**config.mk**
```make
export PLATFORM = sky130hd
export DESIGN_NAME = load_tier_governor_core_flat
export DESIGN_NICKNAME = d
export VERILOG_FILES = /design/src/design/ltgov_pkg.sv /design/src/design/ltgov_in_if.sv /design/src/design/ltgov_out_if.sv /design/src/design/ltgov_history.sv /design/src/design/ltgov_sermul.sv /design/src/design/load_tier_governor_core.sv /design/src/flat_wrapper.sv
export SDC_FILE = /design/constraint.sdc
export NUM_CORES = 1
export LEC_CHECK = 0
export ABC_AREA = 1
export ABC_CLOCK_PERIOD_IN_PS = 5300
export BUFFER_PORTS_ARGS = -buffer_cell sky130_fd_sc_hd__buf_2
export CORE_MARGIN = 3
export CORE_UTILIZATION = 40
export CTS_CLUSTER_SIZE = 8
export DETAILED_ROUTE_END_ITERATION = 10
export SLEW_MARGIN = 20
export SYNTH_ARGS = -nofsm -noshare
export SYNTH_HDL_FRONTEND = slang
export SYNTH_SLANG_ARGS = --single-unit
```
**constraint.sdc**
```tcl
create_clock -name clk -period 5.3 [get_ports clk]
set_input_delay 1.06 -clock clk [delete_from_list [all_inputs] [get_ports clk]]
set_output_delay 1.06 -clock clk [all_outputs]
set_load 0.005 [all_outputs]
```
**src/design/ltgov_pkg.sv**
```systemverilog
// Shared widths, limits and register codes for the load tier governor.
package ltgov_pkg;

  localparam int TIME_W  = 16;  // frame time, tenths of ms
  localparam int TIER_W  = 2;
  localparam int CFG_W   = 10;  // widest configuration register
  localparam int BSUM_W  = 26;
  localparam int BCNT_W  = 10;
  localparam int PROD_W  = CFG_W + BCNT_W;
  localparam int CIDX_W  = 2;

  localparam int TIER_MAX       = 2;
  localparam int HIST_DEPTH_DEF = 4;
  localparam int DWELL_DEF      = 8;

  localparam int HI_MIN   = 10;
  localparam int HI_MAX   = 1000;
  localparam int LO_MIN   = 5;
  localparam int NBLK_MIN = 1;
  localparam int NBLK_MAX = 600;

  localparam int HI_RST   = 150;
  localparam int LO_RST   = 120;
  localparam int NBLK_RST = 30;

  typedef enum logic [CIDX_W-1:0] {
    CFG_AUTO_ENABLE  = 2'd0,
    CFG_HIGH_THRESH  = 2'd1,
    CFG_LOW_THRESH   = 2'd2,
    CFG_BLOCK_FRAMES = 2'd3
  } cfg_idx_t;

endpackage

```
**src/design/ltgov_in_if.sv**
```systemverilog
// Input channel: one frame time and floor level per word.
interface ltgov_in_if;
  import ltgov_pkg::*;
  logic              valid;
  logic              ready;
  logic [TIME_W-1:0] frame_time;
  logic [TIER_W-1:0] floor_level;

  modport source(output valid, frame_time, floor_level, input ready);
  modport sink(input valid, frame_time, floor_level, output ready);
endinterface

```
**src/design/ltgov_out_if.sv**
```systemverilog
// Result channel: effective level, tier and change flags per word.
interface ltgov_out_if;
  import ltgov_pkg::*;
  logic              valid;
  logic              ready;
  logic [TIER_W-1:0] effective_level;
  logic [TIER_W-1:0] current_tier;
  logic              raised;
  logic              lowered;

  modport source(output valid, effective_level, current_tier, raised, lowered, input ready);
  modport sink(input valid, effective_level, current_tier, raised, lowered, output ready);
endinterface

```
**src/design/ltgov_history.sv**
```systemverilog
// Ring of recent frame times with a running sum and the raise threshold test.
module ltgov_history #(
  parameter int HIST_DEPTH = ltgov_pkg::HIST_DEPTH_DEF
) (
  input  logic                        clk,
  input  logic                        rst_n,
  input  logic                        wr_en,
  input  logic                        clr_fill,
  input  logic [ltgov_pkg::TIME_W-1:0] frame_time,
  input  logic [ltgov_pkg::CFG_W-1:0]  hi_thr,
  output logic                        ring_high
);
  import ltgov_pkg::*;

  localparam int POS_W  = $clog2(HIST_DEPTH);
  localparam int FILL_W = $clog2(HIST_DEPTH + 1);
  localparam int RSUM_W = TIME_W + $clog2(HIST_DEPTH);

  logic [TIME_W-1:0] ring_r [HIST_DEPTH];
  logic [POS_W-1:0]  pos_r, pos_nxt;
  logic [FILL_W-1:0] fill_r, fill_nxt;
  logic [RSUM_W-1:0] sum_r, sum_nxt;
  logic [TIME_W-1:0] old_time;
  logic [RSUM_W-1:0] t_ext;
  logic [RSUM_W-1:0] thr;
  logic              full;

  assign old_time = ring_r[pos_r];
  assign t_ext    = RSUM_W'(frame_time);
  assign full     = (fill_r == FILL_W'(HIST_DEPTH));

  always_comb begin
    pos_nxt  = pos_r;
    fill_nxt = fill_r;
    sum_nxt  = sum_r;
    if (clr_fill) begin
      fill_nxt = '0;
    end else if (wr_en) begin
      pos_nxt = (pos_r == POS_W'(HIST_DEPTH - 1)) ? '0 : pos_r + POS_W'(1);
      if (!full) fill_nxt = fill_r + FILL_W'(1);
      // after a fill clear the next writes cover every entry once, so restart the sum
      if (fill_r == '0)  sum_nxt = t_ext;
      else if (full)     sum_nxt = sum_r - RSUM_W'(old_time) + t_ext;
      else               sum_nxt = sum_r + t_ext;
    end
  end

  always_ff @(posedge clk) begin
    if (!rst_n) begin
      pos_r  <= '0;
      fill_r <= '0;
    end else begin
      pos_r  <= pos_nxt;
      fill_r <= fill_nxt;
    end
  end

  always_ff @(posedge clk) begin
    sum_r <= sum_nxt;
    if (wr_en && !clr_fill) ring_r[pos_r] <= frame_time;
  end

  // truncated sum / depth > hi is the same as sum >= (hi + 1) * depth
  assign thr       = (RSUM_W'(hi_thr) + RSUM_W'(1)) * RSUM_W'(HIST_DEPTH);
  assign ring_high = full && (sum_r >= thr);

endmodule

```
**src/design/ltgov_sermul.sv**
```systemverilog
// Bit-serial shift-add multiplier: one multiplier bit per cycle.
module ltgov_sermul (
  input  logic                         clk,
  input  logic                         rst_n,
  input  logic                         start,
  input  logic [ltgov_pkg::CFG_W-1:0]  mcand,
  input  logic [ltgov_pkg::BCNT_W-1:0] mplier,
  output logic                         done,
  output logic [ltgov_pkg::PROD_W-1:0] product
);
  import ltgov_pkg::*;

  localparam int STEP_W = $clog2(BCNT_W + 1);

  logic              run_r, run_nxt;
  logic              done_r, done_nxt;
  logic [STEP_W-1:0] step_r, step_nxt;
  logic [PROD_W-1:0] mc_r, mc_nxt;
  logic [BCNT_W-1:0] mp_r, mp_nxt;
  logic [PROD_W-1:0] acc_r, acc_nxt;

  always_comb begin
    run_nxt  = run_r;
    done_nxt = 1'b0;
    step_nxt = step_r;
    mc_nxt   = mc_r;
    mp_nxt   = mp_r;
    acc_nxt  = acc_r;
    if (start) begin
      run_nxt  = 1'b1;
      step_nxt = STEP_W'(BCNT_W);
      mc_nxt   = PROD_W'(mcand);
      mp_nxt   = mplier;
      acc_nxt  = '0;
    end else if (run_r) begin
      if (mp_r[0]) acc_nxt = acc_r + mc_r;
      mc_nxt   = mc_r << 1;
      mp_nxt   = mp_r >> 1;
      step_nxt = step_r - STEP_W'(1);
      if (step_r == STEP_W'(1)) begin
        run_nxt  = 1'b0;
        done_nxt = 1'b1;
      end
    end
  end

  always_ff @(posedge clk) begin
    if (!rst_n) begin
      run_r  <= 1'b0;
      done_r <= 1'b0;
      step_r <= '0;
    end else begin
      run_r  <= run_nxt;
      done_r <= done_nxt;
      step_r <= step_nxt;
    end
  end

  always_ff @(posedge clk) begin
    mc_r  <= mc_nxt;
    mp_r  <= mp_nxt;
    acc_r <= acc_nxt;
  end

  assign done    = done_r;
  assign product = acc_r;

endmodule

```
**src/design/load_tier_governor_core.sv**
```systemverilog
// Load tier governor top level: sequencer, block accumulator, tier state and result register.
//
// A frame word passes these steps from acceptance to a loaded result: accept it, update the
// ring, dwell counter and block accumulator, run the bit-serial multiply of the low threshold
// by the block count (one count bit per cycle, then a completion flag) that decides the
// block-average test without a divider, decide the tier change and load the output register.
// With automatic mode off a word skips the multiply and the decision. in_ch.ready is high only
// while the sequencer is idle; a result waiting in the output register does not block the
// next word until that word's own result is due. Configuration writes land at once and must
// only be made while the block is idle. Reset leaves the governor in automatic mode with
// thresholds 150 and 120 and a 30-frame block.
module load_tier_governor_core #(
  parameter int HIST_DEPTH   = ltgov_pkg::HIST_DEPTH_DEF,
  parameter int DWELL_FRAMES = ltgov_pkg::DWELL_DEF
) (
  input  logic                         clk,
  input  logic                         rst_n,
  ltgov_in_if.sink                     in_ch,
  ltgov_out_if.source                  out_ch,
  input  logic                         cfg_we,
  input  logic [ltgov_pkg::CIDX_W-1:0] cfg_index,
  input  logic [ltgov_pkg::CFG_W-1:0]  cfg_wdata
);
  import ltgov_pkg::*;

  localparam int FSC_W = $clog2(DWELL_FRAMES + 1);

  typedef enum logic [4:0] {
    ST_IDLE   = 5'b00001,
    ST_UPDATE = 5'b00010,
    ST_MUL    = 5'b00100,
    ST_DECIDE = 5'b01000,
    ST_OUT    = 5'b10000
  } state_t;

  typedef struct packed {
    logic [TIER_W-1:0] eff;
    logic [TIER_W-1:0] tier;
    logic              raised;
    logic              lowered;
  } res_t;

  // configuration
  logic             auto_en_r;
  logic [CFG_W-1:0] hi_thr_r, lo_thr_r, blk_frames_r;
  logic [CFG_W-1:0] hi_c, lo_c, nblk_c;

  // sequencer and item state
  state_t            state_r, state_nxt;
  logic [TIME_W-1:0] t_r;
  logic [TIER_W-1:0] floor_r, floor_in;
  logic [TIER_W-1:0] tier_r, tier_nxt;
  logic [FSC_W-1:0]  fsc_r, fsc_nxt;
  logic [BSUM_W-1:0] bsum_r, bsum_nxt;
  logic [BCNT_W-1:0] bcnt_r, bcnt_nxt, bcnt_inc;
  logic              blk_done_r, blk_done_nxt;
  res_t              res_r, res_nxt;
  logic              ovalid_r, ovalid_nxt;
  res_t              ores_r, ores_nxt;

  logic              in_acc, out_free;
  logic              hist_wr, hist_clr, ring_high;
  logic              mul_start, mul_done;
  logic [PROD_W-1:0] prod;
  logic [TIER_W-1:0] cur, cur_up, cur_dn;
  logic              blk_low, do_raise, do_lower;

  assign in_acc   = in_ch.valid && in_ch.ready;
  assign out_free = !ovalid_r || out_ch.ready;
  assign floor_in = (in_ch.floor_level > TIER_W'(TIER_MAX)) ? TIER_W'(TIER_MAX)
                                                             : in_ch.floor_level;
  assign bcnt_inc = bcnt_r + BCNT_W'(1);

  // clamp the registers where they are used
  always_comb begin
    if (hi_thr_r < CFG_W'(HI_MIN))      hi_c = CFG_W'(HI_MIN);
    else if (hi_thr_r > CFG_W'(HI_MAX)) hi_c = CFG_W'(HI_MAX);
    else                                hi_c = hi_thr_r;
    if (lo_thr_r < CFG_W'(LO_MIN)) lo_c = CFG_W'(LO_MIN);
    else if (lo_thr_r > hi_c)      lo_c = hi_c;
    else                           lo_c = lo_thr_r;
    if (blk_frames_r < CFG_W'(NBLK_MIN))      nblk_c = CFG_W'(NBLK_MIN);
    else if (blk_frames_r > CFG_W'(NBLK_MAX)) nblk_c = CFG_W'(NBLK_MAX);
    else                                      nblk_c = blk_frames_r;
  end

  always_ff @(posedge clk) begin
    if (!rst_n) begin
      auto_en_r    <= 1'b1;
      hi_thr_r     <= CFG_W'(HI_RST);
      lo_thr_r     <= CFG_W'(LO_RST);
      blk_frames_r <= CFG_W'(NBLK_RST);
    end else if (cfg_we) begin
      unique case (cfg_idx_t'(cfg_index))
        CFG_AUTO_ENABLE:  auto_en_r    <= cfg_wdata[0];
        CFG_HIGH_THRESH:  hi_thr_r     <= cfg_wdata;
        CFG_LOW_THRESH:   lo_thr_r     <= cfg_wdata;
        CFG_BLOCK_FRAMES: blk_frames_r <= cfg_wdata;
        default: ;
      endcase
    end
  end

  ltgov_history #(
    .HIST_DEPTH(HIST_DEPTH)
  ) u_hist (
    .clk       (clk),
    .rst_n     (rst_n),
    .wr_en     (hist_wr),
    .clr_fill  (hist_clr),
    .frame_time(t_r),
    .hi_thr    (hi_c),
    .ring_high (ring_high)
  );

  // block average below lo is the same as block sum < lo * count
  ltgov_sermul u_mul (
    .clk    (clk),
    .rst_n  (rst_n),
    .start  (mul_start),
    .mcand  (lo_c),
    .mplier (bcnt_inc),
    .done   (mul_done),
    .product(prod)
  );

  // tier decision
  assign cur      = (tier_r < floor_r) ? floor_r : tier_r;
  assign cur_up   = cur + TIER_W'(1);
  assign cur_dn   = cur - TIER_W'(1);
  assign blk_low  = blk_done_r && (bsum_r < BSUM_W'(prod));
  assign do_raise = ring_high && (fsc_r == FSC_W'(DWELL_FRAMES)) && (cur < TIER_W'(TIER_MAX));
  assign do_lower = !do_raise && blk_low && (cur > floor_r);

  always_comb begin
    state_nxt    = state_r;
    tier_nxt     = tier_r;
    fsc_nxt      = fsc_r;
    bsum_nxt     = bsum_r;
    bcnt_nxt     = bcnt_r;
    blk_done_nxt = blk_done_r;
    res_nxt      = res_r;
    hist_wr      = 1'b0;
    hist_clr     = 1'b0;
    mul_start    = 1'b0;
    unique case (state_r)
      ST_IDLE: begin
        if (in_acc) state_nxt = ST_UPDATE;
      end
      ST_UPDATE: begin
        if (!auto_en_r) begin
          tier_nxt  = '0;
          hist_clr  = 1'b1;
          bsum_nxt  = '0;
          bcnt_nxt  = '0;
          res_nxt   = '{eff: floor_r, tier: '0, raised: 1'b0, lowered: 1'b0};
          state_nxt = ST_OUT;
        end else begin
          hist_wr = 1'b1;
          if (fsc_r != FSC_W'(DWELL_FRAMES)) fsc_nxt = fsc_r + FSC_W'(1);
          bsum_nxt     = bsum_r + BSUM_W'(t_r);
          bcnt_nxt     = bcnt_inc;
          blk_done_nxt = (bcnt_inc >= BCNT_W'(nblk_c));
          mul_start    = 1'b1;
          state_nxt    = ST_MUL;
        end
      end
      ST_MUL: begin
        if (mul_done) state_nxt = ST_DECIDE;
      end
      ST_DECIDE: begin
        tier_nxt = cur;
        if (blk_done_r) begin
          bsum_nxt = '0;
          bcnt_nxt = '0;
        end
        if (do_raise) begin
          tier_nxt = cur_up;
          fsc_nxt  = '0;
          bsum_nxt = '0;
          bcnt_nxt = '0;
        end else if (do_lower) begin
          tier_nxt = cur_dn;
          fsc_nxt  = '0;
        end
        res_nxt.tier    = tier_nxt;
        res_nxt.eff     = (tier_nxt > floor_r) ? tier_nxt : floor_r;
        res_nxt.raised  = do_raise;
        res_nxt.lowered = do_lower;
        state_nxt       = ST_OUT;
      end
      ST_OUT: begin
        if (out_free) state_nxt = ST_IDLE;
      end
      default: state_nxt = ST_IDLE;
    endcase
  end

  // output register: drain on ready, load when the sequencer hands over a word
  always_comb begin
    ovalid_nxt = ovalid_r;
    ores_nxt   = ores_r;
    if (ovalid_r && out_ch.ready) ovalid_nxt = 1'b0;
    if (state_r == ST_OUT && out_free) begin
      ovalid_nxt = 1'b1;
      ores_nxt   = res_r;
    end
  end

  always_ff @(posedge clk) begin
    if (!rst_n) begin
      state_r  <= ST_IDLE;
      tier_r   <= '0;
      fsc_r    <= FSC_W'(DWELL_FRAMES);
      bsum_r   <= '0;
      bcnt_r   <= '0;
      ovalid_r <= 1'b0;
    end else begin
      state_r  <= state_nxt;
      tier_r   <= tier_nxt;
      fsc_r    <= fsc_nxt;
      bsum_r   <= bsum_nxt;
      bcnt_r   <= bcnt_nxt;
      ovalid_r <= ovalid_nxt;
    end
  end

  always_ff @(posedge clk) begin
    if (in_acc) begin
      t_r     <= in_ch.frame_time;
      floor_r <= floor_in;
    end
    blk_done_r <= blk_done_nxt;
    res_r      <= res_nxt;
    ores_r     <= ores_nxt;
  end

  assign in_ch.ready            = (state_r == ST_IDLE);
  assign out_ch.valid           = ovalid_r;
  assign out_ch.effective_level = ores_r.eff;
  assign out_ch.current_tier    = ores_r.tier;
  assign out_ch.raised          = ores_r.raised;
  assign out_ch.lowered         = ores_r.lowered;

  a_no_raise_and_lower: assert property (@(posedge clk) disable iff (!rst_n)
    out_ch.valid |-> !(out_ch.raised && out_ch.lowered))
    else $error("raise and lower reported on one word");

  a_mul_done_in_mul: assert property (@(posedge clk) disable iff (!rst_n)
    mul_done |-> state_r == ST_MUL)
    else $error("multiplier finished outside the multiply state");

  a_block_count_bound: assert property (@(posedge clk) disable iff (!rst_n)
    bcnt_r <= BCNT_W'(NBLK_MAX))
    else $error("block count ran past the longest block");

  a_tier_above_floor: assert property (@(posedge clk) disable iff (!rst_n)
    state_r == ST_DECIDE |=> tier_r >= floor_r)
    else $error("tier fell below the floor after a decision");

endmodule
```
**src/flat_wrapper.sv**
```systemverilog
// flat-port wrapper written by rule: the top's interface ports become plain ports
module load_tier_governor_core_flat import ltgov_pkg::*;
#(
  parameter int HIST_DEPTH   = ltgov_pkg::HIST_DEPTH_DEF,
  parameter int DWELL_FRAMES = ltgov_pkg::DWELL_DEF
)
  (clk, rst_n, cfg_we, cfg_index, cfg_wdata, in_ch_valid, in_ch_frame_time, in_ch_floor_level, in_ch_ready, out_ch_valid, out_ch_effective_level, out_ch_current_tier, out_ch_raised, out_ch_lowered, out_ch_ready);
  ltgov_in_if in_ch_i ();
  ltgov_out_if out_ch_i ();
  input  logic clk;
  input  logic rst_n;
  input  logic cfg_we;
  input  logic [ltgov_pkg::CIDX_W-1:0] cfg_index;
  input  logic [ltgov_pkg::CFG_W-1:0] cfg_wdata;
  input wire logic [$bits(in_ch_i.valid)-1:0] in_ch_valid;
  input wire logic [$bits(in_ch_i.frame_time)-1:0] in_ch_frame_time;
  input wire logic [$bits(in_ch_i.floor_level)-1:0] in_ch_floor_level;
  output wire logic [$bits(in_ch_i.ready)-1:0] in_ch_ready;
  output wire logic [$bits(out_ch_i.valid)-1:0] out_ch_valid;
  output wire logic [$bits(out_ch_i.effective_level)-1:0] out_ch_effective_level;
  output wire logic [$bits(out_ch_i.current_tier)-1:0] out_ch_current_tier;
  output wire logic [$bits(out_ch_i.raised)-1:0] out_ch_raised;
  output wire logic [$bits(out_ch_i.lowered)-1:0] out_ch_lowered;
  input wire logic [$bits(out_ch_i.ready)-1:0] out_ch_ready;
  assign in_ch_i.valid = in_ch_valid;
  assign in_ch_i.frame_time = in_ch_frame_time;
  assign in_ch_i.floor_level = in_ch_floor_level;
  assign in_ch_ready = in_ch_i.ready;
  assign out_ch_valid = out_ch_i.valid;
  assign out_ch_effective_level = out_ch_i.effective_level;
  assign out_ch_current_tier = out_ch_i.current_tier;
  assign out_ch_raised = out_ch_i.raised;
  assign out_ch_lowered = out_ch_i.lowered;
  assign out_ch_i.ready = out_ch_ready;
  load_tier_governor_core #(.HIST_DEPTH(HIST_DEPTH), .DWELL_FRAMES(DWELL_FRAMES)) u_core (.clk(clk), .rst_n(rst_n), .in_ch(in_ch_i), .out_ch(out_ch_i), .cfg_we(cfg_we), .cfg_index(cfg_index), .cfg_wdata(cfg_wdata));
endmodule
```
==> Yosys cells after proc, flatten, opt, wreduce, memory -nomap -nowiden <==
Memory sizes are Yosys's and may differ from the RTL's. A register that Yosys moved wholly into a read port is not among the register bits.
Index checks and enable logic that the tools add are counted.
{ "totals": {"word_cells": 176, "ff_bits": 189, "memories": 1, "mem_bits_rw": 64} }
{ "memory_table": {"columns": ["memory", "words", "word_bits", "read_ports", "rd_ports_with_merged_regs", "write_ports", "line", "source"], "rows": [
  ["u_core.u_hist.ring_r", 4, 16, 1, 1, 1, "ltgov_history.sv:19", "logic [TIME_W-1:0] ring_r [HIST_DEPTH];"]
]} }
{ "op_classes": {"reduce_logical": 34, "n_eq_ne": 21, "n_addsub": 13, "order_cmp": 14, "muxes": 56, "bitwise": 4} }
{ "ops": {"columns": ["op", "count"], "rows": [
  ["$mux W10", 13],
  ["$mux W26", 3],
  ["$pmux W26 S2", 1],
  ["$add A18 B16 Y18", 2],
  ["$add A26 B16 Y26", 1],
  ["$lt A26 B20 Y1", 1],
  ["$pmux W5 S5", 1],
  ["$mux W4", 6],
  ["$add A20 B20 Y20", 1],
  ["$gt A10 B10 Y1 const B", 2],
  ["$mux W5", 4],
  ["$pmux W10 S2", 1],
  ["$reduce_and A2 Y1", 10],
  ["$ge A18 B13 Y1", 1],
  ["$mux W18", 1],
  ["$mux W2", 9],
  ["$sub A18 B16 Y18", 1],
  ["$mux W16", 1],
  ["$mux W1", 12],
  ["$pmux W6 S2", 1],
  ["$add A10 B1 Y11 const B", 1],
  ["$add A10 B1 Y10 const B", 1],
  ["$ge A10 B10 Y1", 1],
  ["$gt A10 B10 Y1", 1],
  ["other kinds (40)", 66]
]} }

==> Logic depth before layout (Yosys ltp) <==
{ "logic_depth": {"word_depth": 17, "mapped_depth": 32} }

==> Modules after synthesis <==
Synthesis repeated with hierarchy kept, for this count alone.
{ "unflattened": {"cells_unflattened": 2222, "area_unflattened_um2": 16697.3} }
{ "modules_own_cells": {"columns": ["module", "cells_each", "area_per_inst_um2", "n_inst", "seq_area_each_um2"], "rows": [
  ["load_tier_governor_core", 904, 6663.9, 1, 2512.4],
  ["ltgov_history", 835, 6626.4, 1, 2602.5],
  ["ltgov_sermul", 483, 3407.0, 1, 1321.3]
]} }

==> Worst setup path before layout <==
OpenSTA, ideal clock, no wires.
{ "synth_timing": {"path_kind": "register -> register", "startpoint": "register u_core.hi_thr_r[1]", "endpoint": "register u_core.res_r[4] in the netlist's numbering, data pin", "required_ns": 5.035, "arrival_time_ns": 3.123, "stages_incl_launch_ff": 30, "setup_ns": 0.265, "setup_slack_ns": 1.911, "cell_sequence": "dfxtp_1 > o21ai_2 > nand2_1 > nand2_1 > nand2_1 > nor2_2 > ha_1 > nand2_1 > nor2_2 > nand3_1 > xor2_1 > inv_1 > ha_1 > nand2_1 > inv_1 > nand2_1 > nor2_1 > nand2_1 > nand2_1 > nand2_1 > nand3_2 > nand3_4 > nand3_1 > nand3_1 > inv_1 > ha_1 > nor2_1 > o221ai_1 > nand2_1 > o21ai_0"} }
{ "synth_lines": {"columns": ["element", "line", "source"], "rows": [
  ["start: declaration", "load_tier_governor_core.sv:45", "logic [CFG_W-1:0] hi_thr_r, lo_thr_r, blk_frames_r;"],
  ["start signal: assignment", "load_tier_governor_core.sv:90", "hi_thr_r <= CFG_W'(HI_RST);"],
  ["start signal: assignment", "load_tier_governor_core.sv:96", "CFG_HIGH_THRESH: hi_thr_r <= cfg_wdata;"],
  ["end signal: assignment", "load_tier_governor_core.sv:234", "res_r <= res_nxt;"],
  ["end: declaration", "load_tier_governor_core.sv:57", "res_t res_r, res_nxt;"]
]} }

==> qor.csv <==
metric,value,unit
final-hold-violation-count,0,
numCtsBuffers,37,
powerDensity,337.4,nW/um2
maxCapViolCount,0,
p_int,4.156,mW
io_pins,43,
yosys_warnings,0,
fin_nets,2440,
hpwl,35.11,mm
clk_pin_slew,0.05,ns
synth_cell_types,54,
syn-cell-area,16730,um2
cts_root_buf,clkbuf_16,
fin_area,18520,um2
clock_latency,0.53,ns
grt_max_degree,46,
max_stage_delay,0.36,ns
cts_setup_buffers,0,
gp_congestion,0.9809,
vias,14550,
arrival,4.18,ns
peakVddDrop,0.2325,mV
cp_common_cell,nand2_1,
cts_htree_levels,2,
drc,0,
first_pass_iters,5,
routed_wl,46.05,mm
switching_share,33.50,%
ys_seq_area_share,38.47,%
fin_crit_sh,73.92,%
final_cells,2801,
end_kind,flip-flop,
detail_route.wl_per_cell,16.44,um
min_path_type,flip-flop to flip-flop,
clockPowerShare,34.4,%
place_area,17490,um2
die-width,210.5,um
track_usage,20.64,%
tns,0,ns
drive_gt1_share,6.302,%
grt_pass1_wl,73.47,mm
port_buffers,42,
synth_nets,2392,
core,41110,um2
comb_power_share,27.0,%
timing.fmax,0.2552,GHz
worstPathMaxFanout,7,
antennaDiodeCount,0,
period_needed,3.918,ns
crit_path_start_kind,flip-flop,
gr-total-overflow,0,
ctsResizeCount,0,
power.switching,2.093,mW
die_h,210.5,um
viasPerCell,5.196,
path_class,flip-flop to flip-flop,
power_leakage,8.622,nW
rows,74,
cp.required,5.56,ns
rsz0062_at_grt,false,
dp_cells,2739,
slowest_stage,dfxtp_1,
final.setup_skew,0.02010,ns
cts_hold_buffers,0,
ys_seq_elements,255,
cts_tree,done,
syn_area_per_cell,7.611,um2
fillers,4123,
relSlewSlack,37.87,%
clock-sinks,255,
area_delta_synth_final,10.72,%
antenna_found_initial,0,
status,finished clean,
seq_power_share,38.6,%
final-setup-viol-count,0,
report.final.slew_viol_count,0,
dieArea,44310,um2
tightest_slew,0.9297,ns
postSynthCellCount,2198,
drt-initial-drc-count,844,
ant_nets,0,
clockBufferDepth,3,
p_total,6.250,mW
grt_pass1_vias,14500,
start_util,40.69,%
## final cells by class
type | count | area (um2) | area share [%]
Clock buffer | 60 | 1012 | 5.465
Clock inverter | 2 | 17.52 | 0.09458
Sequential cell | 255 | 6436 | 34.75
Multi-Input combinational cell | 1553 | 8780 | 47.40
Timing Repair Buffer | 58 | 330.3 | 1.783
Inverter | 341 | 1280 | 6.911
Tap cell | 532 | 665.6 | 3.594
## critical path: cells and delay by family, from the launching register on
family          cells  cell delay, ns
simple gates       19            1.88
fa+ha+maj           3            0.70
flops               1            0.36
buf+inv             4            0.36
compound gates      2            0.21
xor+xnor            1            0.14
## layer usage
layer  vias up  routed length [um]  GRT usage [%]
met5         -                   0              0
met2       315               22880          37.77
met1      6787               19750          25.43
met3        89                2208          2.619
li1       7363                   -              -
met4         0                1209          6.189
## flip-flops by register name, summed over array words and instances (netlist names), 5 cells and up, named ones only
name                  flops
u_core.u_hist.sum_r      18
u_core.bcnt_r            10
u_core.u_mul.mc_r        20
u_core.blk_frames_r      10
u_core.u_hist.ring_r     64
u_core.lo_thr_r          10
u_core.t_r               16
u_core.bsum_r            26
u_core.u_mul.product     20
u_core.hi_thr_r          10
u_core.state_r            5
u_core.res_r              6
u_core.u_mul.mp_r        10
## through the flow
step           hold slack (ns)  utilization [%]  setup WS, ns
2_1_floorplan           0.4003                -         1.911
3_3_place_gp            0.4044            42.55         1.513
3_5_place_dp            0.4063            42.55         1.404
4_1_cts                 0.4190            45.05         1.382
5_1_grt                 0.4288            45.05        0.9475
6_report                0.4181            45.05         1.382
## path summary, 6_finish.rpt
path,startpoint,endpoint,slack (ns),depth (start not counted)
min,u_core.res_r[1]$_SDFFCE_PN0P_,u_core.out_ch.raised$_DFFE_PP_,0.42,0
max,u_core.hi_thr_r[5]$_SDFFE_PN0P_,u_core.res_r[4]$_DFFE_PP_,1.38,29
min reg2reg,u_core.res_r[1]$_SDFFCE_PN0P_,u_core.out_ch.raised$_DFFE_PP_,0.42,0
max reg2reg,u_core.hi_thr_r[5]$_SDFFE_PN0P_,u_core.res_r[4]$_DFFE_PP_,1.38,29
## cell families after synthesis
kind of cell / share of synthesized area, %
simple gates: 24.53
buf+inv: 9.110
compound gates: 12.87
flops: 38.47
fa+ha+maj: 12.74
xor+xnor: 2.251
other cells: 0.02242
## cells in the mapped netlist, drive strengths merged
| cell type | instances | area, um2 |
|---|---|---|
| o21ai | 144 | 728.2 |
| nor4 | 4 | 31.28 |
| o21bai | 5 | 37.54 |
| fa | 19 | 380.4 |
| a211oi | 4 | 30.03 |
| xnor2 | 11 | 96.34 |
| o2111ai | 1 | 8.760 |
| buf | 16 | 120.1 |
| a21o | 8 | 60.06 |
| nor3b | 2 | 15.01 |
| conb | 1 | 3.750 |
| clkbuf | 33 | 123.9 |
| nand2 | 544 | 2073 |
| o22ai | 16 | 100.1 |
| or2 | 9 | 56.30 |
| ha | 140 | 1752 |
| or4 | 1 | 7.510 |
| o211ai | 20 | 150.1 |
| xor2 | 32 | 280.3 |
| nand3b | 8 | 76.32 |
| nand4 | 27 | 168.9 |
| and2 | 1 | 6.260 |
| o221ai | 6 | 52.55 |
| dfxtp | 122 | 2442 |
| a31o | 1 | 8.760 |
| o21a | 6 | 45.04 |
| clkinv | 5 | 18.77 |
| inv | 336 | 1261 |
| a31oi | 8 | 50.05 |
| a21boi | 5 | 37.54 |
| nor3 | 22 | 130.1 |
| nand3 | 134 | 715.7 |
| o31ai | 3 | 22.52 |
| a21oi | 162 | 822.0 |
| nor2 | 209 | 822.0 |
| edfxtp | 133 | 3994 |
## power by group through the flow
stage / logic [mW] / clock network (mW) / registers [mW]
after CTS: 1.68 / 2.22 / 2.41
after global placement: 1.64 / 0 / 2.45
after global routing: 1.95 / 2.29 / 2.43
final: 1.69 / 2.15 / 2.41
after floorplan: 1.30 / 0 / 2.38
after detailed placement: 1.67 / 0 / 2.45
## cells in the final DEF (no fill, tap or decap), types with 7 or more instances in the layout
| master | n |
|---|---|
| inv_1 | 333 |
| o22ai_1 | 16 |
| nand3_1 | 128 |
| o21ai_0 | 129 |
| clkbuf_16 | 37 |
| or2_2 | 7 |
| nor3_1 | 18 |
| buf_2 | 42 |
| edfxtp_1 | 133 |
| o211ai_1 | 20 |
| nand2_1 | 537 |
| xnor2_1 | 11 |
| nor2_1 | 199 |
| fa_1 | 19 |
| xor2_1 | 32 |
| nor2_2 | 7 |
| dfxtp_1 | 122 |
| a31oi_1 | 8 |
| nand4_1 | 27 |
| buf_4 | 16 |
| a21oi_1 | 159 |
| ha_1 | 140 |
| o21ai_1 | 13 |
| a21o_1 | 8 |
| clkbuf_1 | 23 |
No activity file was read; power rests on OpenSTA's default activity.
